===== src/rtl/matrix3x3_inverse_assert.svh =====
// Assertion macros for the 3x3 inverse block.
// Each macro expects clk and arst_n to be visible where it is used.
`ifndef MATRIX3X3_INVERSE_ASSERT_SVH
`define MATRIX3X3_INVERSE_ASSERT_SVH

// Same-cycle implication.
`define M3I_ASSERT_IMP(label, ante, cons) \
	label: assert property (@(posedge clk) disable iff (!arst_n) (ante) |-> (cons)) \
		else $error("matrix3x3_inverse: assertion failed");

// Next-cycle implication.
`define M3I_ASSERT_NXT(label, ante, cons) \
	label: assert property (@(posedge clk) disable iff (!arst_n) (ante) |=> (cons)) \
		else $error("matrix3x3_inverse: assertion failed");

`endif


===== src/rtl/m3i_queue.sv =====
`timescale 1ns / 1ps
module m3i_queue #(
	parameter int DATA_W = 8
) (
	input  logic clk,
	input  logic arst_n,
	input  logic in_valid,
	output logic in_ready,
	input  logic [DATA_W-1:0] in_data,
	output logic out_valid,
	input  logic out_ready,
	output logic [DATA_W-1:0] out_data
);

	localparam int QDEPTH = 4;
	localparam int PTR_W = $clog2(QDEPTH);
	localparam int CNT_W = $clog2(QDEPTH+1);

	logic [DATA_W-1:0] slot_q [QDEPTH];
	logic [PTR_W-1:0] wr_ptr_q, rd_ptr_q;
	logic [CNT_W-1:0] cnt_q;
	logic push, pop;

	assign in_ready = (cnt_q != CNT_W'(QDEPTH));
	assign out_valid = (cnt_q != '0);
	assign out_data = slot_q[rd_ptr_q];
	assign push = in_valid && in_ready;
	assign pop = out_valid && out_ready;

	always_ff @(posedge clk or negedge arst_n) begin
		if (!arst_n) begin
			wr_ptr_q <= '0;
			rd_ptr_q <= '0;
			cnt_q <= '0;
		end else begin
			if (push) begin
				wr_ptr_q <= wr_ptr_q + 1'b1;
			end
			if (pop) begin
				rd_ptr_q <= rd_ptr_q + 1'b1;
			end
			if (push && !pop) begin
				cnt_q <= cnt_q + 1'b1;
			end else if (pop && !push) begin
				cnt_q <= cnt_q - 1'b1;
			end
		end
	end

	always_ff @(posedge clk) begin
		if (push) begin
			slot_q[wr_ptr_q] <= in_data;
		end
	end

endmodule


===== config.mk =====
export PLATFORM = sky130hd
export DESIGN_NAME = m3i_queue
export DESIGN_NICKNAME = d
export VERILOG_FILES = /design/src/rtl/matrix3x3_inverse_assert.svh /design/src/rtl/m3i_queue.sv
export SDC_FILE = /design/constraint.sdc
export NUM_CORES = 1
export LEC_CHECK = 0
export CORE_UTILIZATION = 45
export DETAILED_ROUTE_END_ITERATION = 16
export DONT_BUFFER_PORTS = 1
export PLACE_DENSITY = 0.68
export SLEW_MARGIN = 20
export SYNTH_ARGS = -nofsm -noshare
export SYNTH_HDL_FRONTEND = slang
export SYNTH_SLANG_ARGS = --single-unit

===== constraint.sdc =====
create_clock -name clk -period 3.9 [get_ports clk]
set_clock_uncertainty 0.2 [all_clocks]
set_input_delay 0.195 -clock clk [delete_from_list [all_inputs] [get_ports clk]]
set_output_delay 0.195 -clock clk [all_outputs]
set_load 0.05 [all_outputs]

* Word-level counts from Yosys, hierarchy flattened
Memories as Yosys holds them, arrays and structs flattened. Cells that the tools add are included. W data, S select, Z words.
Cells by class: reduce and logical (&&, ||, !) cells 8, mux-type cells 4, eq/ne operators 1, $add $sub $neg 4
Operators by type and width (number):
- $mux W3 | 2
- $add A2 B1 Y2 const B | 2
- $logic_and A1 B1 Y1 | 4
- $add A3 B1 Y3 const B | 1
- $ne A3 B3 Y1 const B | 1
- $reduce_bool A3 Y1 | 1
- $sub A3 B1 Y3 const B | 1
- $logic_not A1 Y1 | 2
- $mux W1 | 2
- $reduce_bool A2 Y1 | 1
Word-level totals: memories 1, input bits 12, bits in registers 7, bits in writable memories 32, output and inout bits 10
Memories:
- slot_q | depth 4, width 8, read ports 1, clocked after memory_dff 0, wr ports 1, line m3i_queue.sv:19 | logic [DATA_W-1:0] slot_q [QDEPTH];

* Depth between registers and ports, before layout
Gate-level depths: netlist of run 1.
depth in word-level cells 6, mapped depth 8, mapped depth without buffers 8

* Least setup slack after synthesis of run 1
No wires, ideal clock.
kind register -> register, start register cnt_q[0], end register cnt_q[2], arrival 1.975 ns, stages on the path, launching flop included 9, clock period less this slack 2.254 ns, setup time 0.079 ns, buffers on the path 0, slack 1.646 ns, path through dfrtp_1 > or3_4 > nand2_4 > ha_1 > inv_1 > fa_1 > xor2_1 > nor2_1 > xor2_1
On the way: word-level cells in the longest chain between the ends 5, elaborated cells on any way between the ends 13, those cells by class add/sub (2); eq/ne (1); mux (2); reduce/logical (8)
RTL lines:
- start: declaration | line m3i_queue.sv:21 | logic [CNT_W-1:0] cnt_q;
- start signal: assignment | line m3i_queue.sv:43 | cnt_q <= cnt_q + 1'b1;
- start signal: assignment | line m3i_queue.sv:45 | cnt_q <= cnt_q - 1'b1;
- $reduce_bool A3 Y1 * | line m3i_queue.sv:25 | assign out_valid = (cnt_q != '0);
- net out_valid | line m3i_queue.sv:10 | output logic out_valid,
- $logic_and A1 B1 Y1 * | line m3i_queue.sv:28 | assign pop = out_valid && out_ready;
- $logic_not A1 Y1 | line m3i_queue.sv:42 | if (push && !pop) begin
- $logic_and A1 B1 Y1 | line m3i_queue.sv:42
- $mux W3 / $reduce_bool A2 Y1 (equally long branches)
The timed path passes the listed nets; every way through them passes the cells marked *. The select of a mux whose other input is x is not followed. A chain may end at the register's enable or synchronous reset.

* Worst setup path in the final report of run 1
start register cnt_q[2], end register cnt_q[2]
Same word-level chain as after synthesis.

==> impl_results.md, run 1 <==
- Area Overhead vs Synth: 15.2%
- Number of cell rows: 21
- Setup crit end kind: register
- Slew Viols, Final: 0
- Setup violations, final: 0
- Post-synthesis cell type count: 20
- I/O pin count: 22
- CTS clk-pin slew, worst paths: 0.11 ns
- GRT Total Usage: 0.140
- Post-synth EDFFs: 32
- DRT iter0 DRCs: 20
- Max-slew headroom: 0.578
- Hold Buf Count CTS: 12
- Mux contribution to synthesized area: 0.130
- Synth Area in XOR/XNOR: 0.0332
- First-pass GRT wire length: around 3.4 mm
- Clock sink total: 39
- Largest net degree at the start of global routing: 13
- Diode count: 0
- First-pass DRT Iterations: 4
- Simple-Gate Fraction of Synth Area: 0.0450
- Vias per inst: 5.07
- Vias in the first global route: 679
- Die width: 61.3 um
- Antenna-violating nets left: 0
- CTS tree: done
- Crit path DAT: 2.48 ns
- Max Freq: 416 MHz
- Pwr dens: 809 mW/mm^2
- RSZ-0062 raised after global routing: false
- Crit Path Class: register to register
- Main combinational cell family by area after synthesis: multiplexers
- Top-area cell type share of the netlist area: 0.607
- Synthesis-stage register bit count: 39
- Synth Area in Adders: 0.0521
- Initial core utilization: 0.471
- Status: finished clean
- Worst Path Max Fanout: 4
- Gr ovfl total: 0
- Root Driver: clkbuf_4
- Compound-gate portion of the synthesized area: 0.00711
- DRT Wirelength: ~2.3 mm
- Leak: about 0.64 nW
- Worst Tran Pin Value: ~0.63 ns
- Sequential share of the synthesized area: 0.717
- Synth Instances: 77
- Final min period: 2.41 ns
- Post-synth top area cell: edfxtp_1
- Final-stage net count: 112
- Core Box Area: 0.00336 sq mm
- Total of max-cap violations: 0
- Share of cells above drive strength 1: 0.232
- Post-CTS Setup Inserts: 0
- DIE HEIGHT: 61.3 um
- Final Hold Viols: 0
- Number of remaining DRC errors: 0
- Mean Syn Cell Area: 20.6 sq um
- WL/cell: 16.1 um
- Via Count: around 700
- Worst path required time: about 4.0 ns
- Syn nets: 95
- Post-Syn Area: 0.00158 sq mm
- Predominant post-synthesis flop cell: edfxtp_1
- Die area: 0.00376 sq mm
- CTS buffer count: 5
- Top-count cell post-synth: edfxtp_1
- GP Congestion: roughly 0.67
- Peak supply drop: 0.335 mV
- # resized after CTS: 0
- Area contributors post-synth: edfxtp_1 61%, mux4_2 11%, dfrtp_1 11%
- IO buf count: 0
- Hold_ws: between 0.3 and 0.4 ns
- Worst hold path class: primary input to register
- Clock buffer depth: 2
- Dpl hpwl: 1.51 mm
- Worst-skew pair later-pin latency: between 0.3 and 0.4 ns
- CTS H-tree depth: 2
- Setup TNS: 0 ns
- Crit start category: register
- Top cells by count, synth: 32 x edfxtp_1, 8 x mux4_2, 7 x dfrtp_1
- Crit share post-route: 0.617
- Synth warn: 0
- Initial antenna violation count: 0
- Async S/R FF share, synth: 0.179
==> cell families (layout without fill, tap and decap cells) <==
kind of cell / Yosys count / after routing
AND/OR/NAND/NOR: 10 / 10
multiplexers: 10 / 10
XOR/XNOR: 6 / 6
flip-flops: 39 / 39
AO/OA/AOI/OAI: 1 / 1
adder cells (fa/ha/maj): 6 / 6
buffers and inverters: 5 / 23
==> sequential cells by signal, indices dropped and copies added (netlist names) <==
name,count
slot_q,32
cnt_q,3
rd_ptr_q,2
wr_ptr_q,2
==> stage by stage <==
stage	util	setup WS [ns]	instances	cell area [sq um]	total power [mW]
2_1_floorplan	-	1.65	77	1580	1.16
3_3_place_gp	0.484	1.60	121	1630	1.21
3_5_place_dp	0.484	1.51	121	1630	1.23
4_1_cts	0.543	1.46	141	1830	1.50
5_1_grt	0.543	1.37	141	1830	1.55
6_report	0.543	1.49	141	1830	1.48
==> critical path, stage by stage, from the launching register on <==
cell and delay [ns]:
dfrtp_1 0.45, or3_4 0.52, nand2_4 0.11, ha_1 0.18
inv_1 0.06, fa_1 0.38, xor2_1 0.16, nor2_1 0.12
xor2_1 0.16
==> area by class of cell <==
cell class / instances / area, sq um
Fill cell: 292 / 1540
Inverter: 3 / 11.3
Sequential cell: 39 / 1140
Clock inverter: 3 / 38.8
Clock buffer: 5 / 37.5
Multi-Input combinational cell: 33 / 424
Tap cell: 46 / 57.6
Timing Repair Buffer: 12 / 120
==> per-layer routing <==
layer / up-vias / global-route usage / wire length (um)
met5: - / 0 / 0
met4: 0 / 0.0667 / 42
met3: 4 / 0.0567 / 109
met2: 17 / 0.222 / 1180
met1: 367 / 0.169 / 945
li1: 327 / - / -
==> power by group <==
group | switching [mW] | internal (mW) | total [mW]
Clock | 0.123 | 0.132 | 0.255
Sequential | 0.0961 | 0.564 | 0.660
Combinational | 0.370 | 0.192 | 0.561
Total | 0.589 | 0.888 | 1.48
==> cells in the final DEF (no fill, tap or decap), types with 2 or more instances in the layout <==
master / synthesis / final
dfrtp_1: 7 / 7
dlygate4sd3_1: 0 / 12
xor2_1: 2 / 2
mux4_2: 8 / 8
inv_1: 3 / 3
clkbuf_4: 0 / 5
and2_1: 4 / 4
edfxtp_1: 32 / 32
ha_1: 5 / 5
xnor2_1: 4 / 4
==> final timing paths <==
path	from	end	slack, ns	depth (start not counted)
hold / removal	in_data[1]	slot_q[0][1]	0.35	1
max in group asynchronous	arst_n	wr_ptr_q[1]	2.68	2
hold reg to reg	cnt_q[2]	cnt_q[2]	0.36	1
setup reg to reg	cnt_q[2]	cnt_q[2]	1.49	8
min in group asynchronous	arst_n	cnt_q[2]	0.56	2
setup / recovery	cnt_q[2]	cnt_q[2]	1.49	8
Power figures use the tool's default switching activity.
==> run 2, diff against run 1 <==
clock period = 2.3 ns   (was 3.9 ns; I/O delays follow)
==> run 2 against run 1 <==
The flow now finishes with violations (negative hold slack). Core utilization grew 0.82 points. Cell count grew 2.8%. Global-route usage shrank 0.17 points. Critical endpoint unchanged. Largest power group unchanged.
==> impl_results.md, run 2 (synthesis gave the netlist of run 1 again) <==
- Status: complete, but fails checks (was finished clean)
- Failing checks: negative hold slack
- Via Count: 739 (was 715)
- Number of remaining DRC errors: 0 (unchanged)
- First-pass DRT Iterations: 2 (was 4)
- Share of cells above drive strength 1: 0.273 (was 0.232)
- Final min period: 2.18 ns (was 2.41 ns)
- Area of the multi-input gates: 424 sq um (unchanged)
- Crit share post-route: 0.949 (was 0.617)
- GRT Total Usage: 0.139 (was 0.140)
- CTS clk-pin slew, worst paths: 0.11 ns (about the same)
- Worst path required time: 2.37 ns (was 3.97 ns)
- Worst-skew pair later-pin latency: 0.34 ns (about the same)
- DIE HEIGHT: 61.3 um (unchanged)
- Vias per inst: 5.10 (was 5.07)
- Clock buffer depth: 2 (unchanged)
- Initial core utilization: 0.471 (unchanged)
- Most common cell after layout, fill and taps aside: edfxtp_1 (unchanged)
- WL/cell: 15.5 um (was 16.1 um)
- Peak supply drop: 0.543 mV (was 0.335 mV)
- Crit-path max cell delay: 0.45 ns (was 0.52 ns)
- IO buf count: 0 (unchanged)
- Slew Viols, Final: 0 (unchanged)
- Max-slew headroom: 0.694 (was 0.578)
- Final-stage net count: 116 (was 112)
- Worst Tran Pin Value: 0.458 ns (was 0.633 ns)
- Fillers: 294 (was 292)
- Most used cell, CP: xor2_1 (unchanged)
- First-pass GRT wire length: 3.36 mm (was 3.39 mm)
- Most flop-heavy register: slot_q (unchanged)
- Clock sink total: 39 (unchanged)
- Dpl hpwl: 1.49 mm (was 1.51 mm)
- Initial antenna violation count: 0 (unchanged)
- Die area: 0.00376 sq mm (unchanged)
- Root Driver: clkbuf_4 (unchanged)
- Overall power: 2.56 mW (was 1.48 mW)
- Worst Path Max Fanout: 4 (unchanged)
- Gr ovfl total: 0 (unchanged)
- RSZ-0062 raised after global routing: false (unchanged)
- Pwr dens: 1380 mW/mm^2 (was 809 mW/mm^2)
- Diode count: 0 (unchanged)
- CTS tree: done (unchanged)
- CP cell instances: or3_4 -> nand2_4 -> ha_1 -> inv_1 -> fa_1 -> xor2_1 -> nor2_1 -> xor2_1 (unchanged)
- Final Hold Viols: 1 (was 0)
- Setup violations, final: 0 (unchanged)
- Area Overhead vs Synth: 17.0% (was 15.2%)
- Setup crit end kind: register (unchanged)
- Worst hold path class: primary input to register (unchanged)
- Die width: 61.3 um (unchanged)
- Slowest cell on the critical path: dfrtp_1 (was or3_4)
- CTS H-tree depth: 2 (unchanged)
- Crit path DAT: 2.25 ns (was 2.48 ns)
- CTS buffer count: 5 (unchanged)
- Final worst slack: 0.116 ns (was 1.49 ns)
- Post-route cell area: 0.00185 sq mm (was 0.00183 sq mm)
- Most frequent cells in the layout: 32 x edfxtp_1, 11 x dlygate4sd3_1, 8 x mux4_2 (was 32 x edfxtp_1, 12 x dlygate4sd3_1, 8 x mux4_2)
- GP Congestion: 0.691 (was 0.674)
- Crit start category: register (unchanged)
- Placed instance area: 0.00166 sq mm (was 0.00163 sq mm)
- Largest net degree at the start of global routing: 13 (unchanged)
- Max FFs per register: 32 (unchanged)
- Hold_ws: -0.00451 ns (was 0.348 ns)
- # resized after CTS: 0 (unchanged)
- DRT Wirelength: 2.25 mm (was 2.28 mm)
- FF/Latch Area: 0.00114 sq mm (unchanged)
- Crit Path Class: register to register (unchanged)
- Largest regs: slot_q: 32 flops, cnt_q: 3 flops (unchanged)
- Total of max-cap violations: 0 (unchanged)
- Setup TNS: 0 ns (unchanged)
- Post-Place Worst Slack: 0.0964 ns (was 1.51 ns)
- Vias in the first global route: 734 (was 679)
- DRT iter0 DRCs: 16 (was 20)
- Antenna-violating nets left: 0 (unchanged)
- Core Box Area: 0.00336 sq mm (unchanged)
- Leak: 0.659 nW (was 0.640 nW)
- I/O pin count: 22 (unchanged)
- Max Freq: 458 MHz (was 416 MHz)
- Number of cell rows: 21 (unchanged)
run 2: path summary, 6_finish.rpt:
check,start,to,slack (ns),cells after the start
worst min-delay path,in_valid,wr_ptr_q[0],-0.005,3
worst max register to register,cnt_q[1],cnt_q[2],0.12,8
max in group asynchronous,arst_n,rd_ptr_q[1],1.20,2
worst max-delay path,cnt_q[1],cnt_q[2],0.12,8
min in group asynchronous,arst_n,cnt_q[2],0.46,2
worst min register to register,rd_ptr_q[0],rd_ptr_q[0],0.38,1
run 2: area by class of cell:
cell class	count	share of cell area
clock buffer	5	0.0203
multi-input combinational	33	0.229
sequential	39	0.613
inverter	3	0.00608
timing repair buffer	16	0.0797
clock inverter	3	0.0209
tap	46	0.0311
run 2: power by group:
part,internal (mW),total [mW],switching [mW]
registers,0.957,1.07,0.109
clock network,0.224,0.436,0.213
logic,0.374,1.06,0.688
total,1.55,2.56,1.01
run 2: per-layer routing:
metal	vias to the layer above	part of all wire	wire length [um]	global-route usage
met2	15	0.53	1200	0.230
li1	333	-	-	-
met1	383	0.40	899	0.153
met5	-	0	0	0
met3	8	0.042	94	0.0420
met4	0	0.025	56	0.0952
run 2: metrics by stage:
stage / utilization / std cells
global route: 0.551 / 145
finish: 0.551 / 145
floorplan: - / 77
global placement: 0.493 / 125
CTS: 0.549 / 144
detailed placement: 0.493 / 125
run 2: what timing repair did:
action                                  4_1_cts  5_1_grt
endpoints found under the setup margin        0        1
hold buffers                                 11        0
buffers inserted                              0        1
endpoints found under the hold margin        43        0
run 2: critical path, delay by kind of cell, from the launching register on:
kind | cells | cell delay, ns
adder cells (fa/ha/maj) | 2 | 0.54
XOR/XNOR | 2 | 0.30
flip-flops | 1 | 0.45
AND/OR/NAND/NOR | 3 | 0.55
buffers and inverters | 1 | 0.06
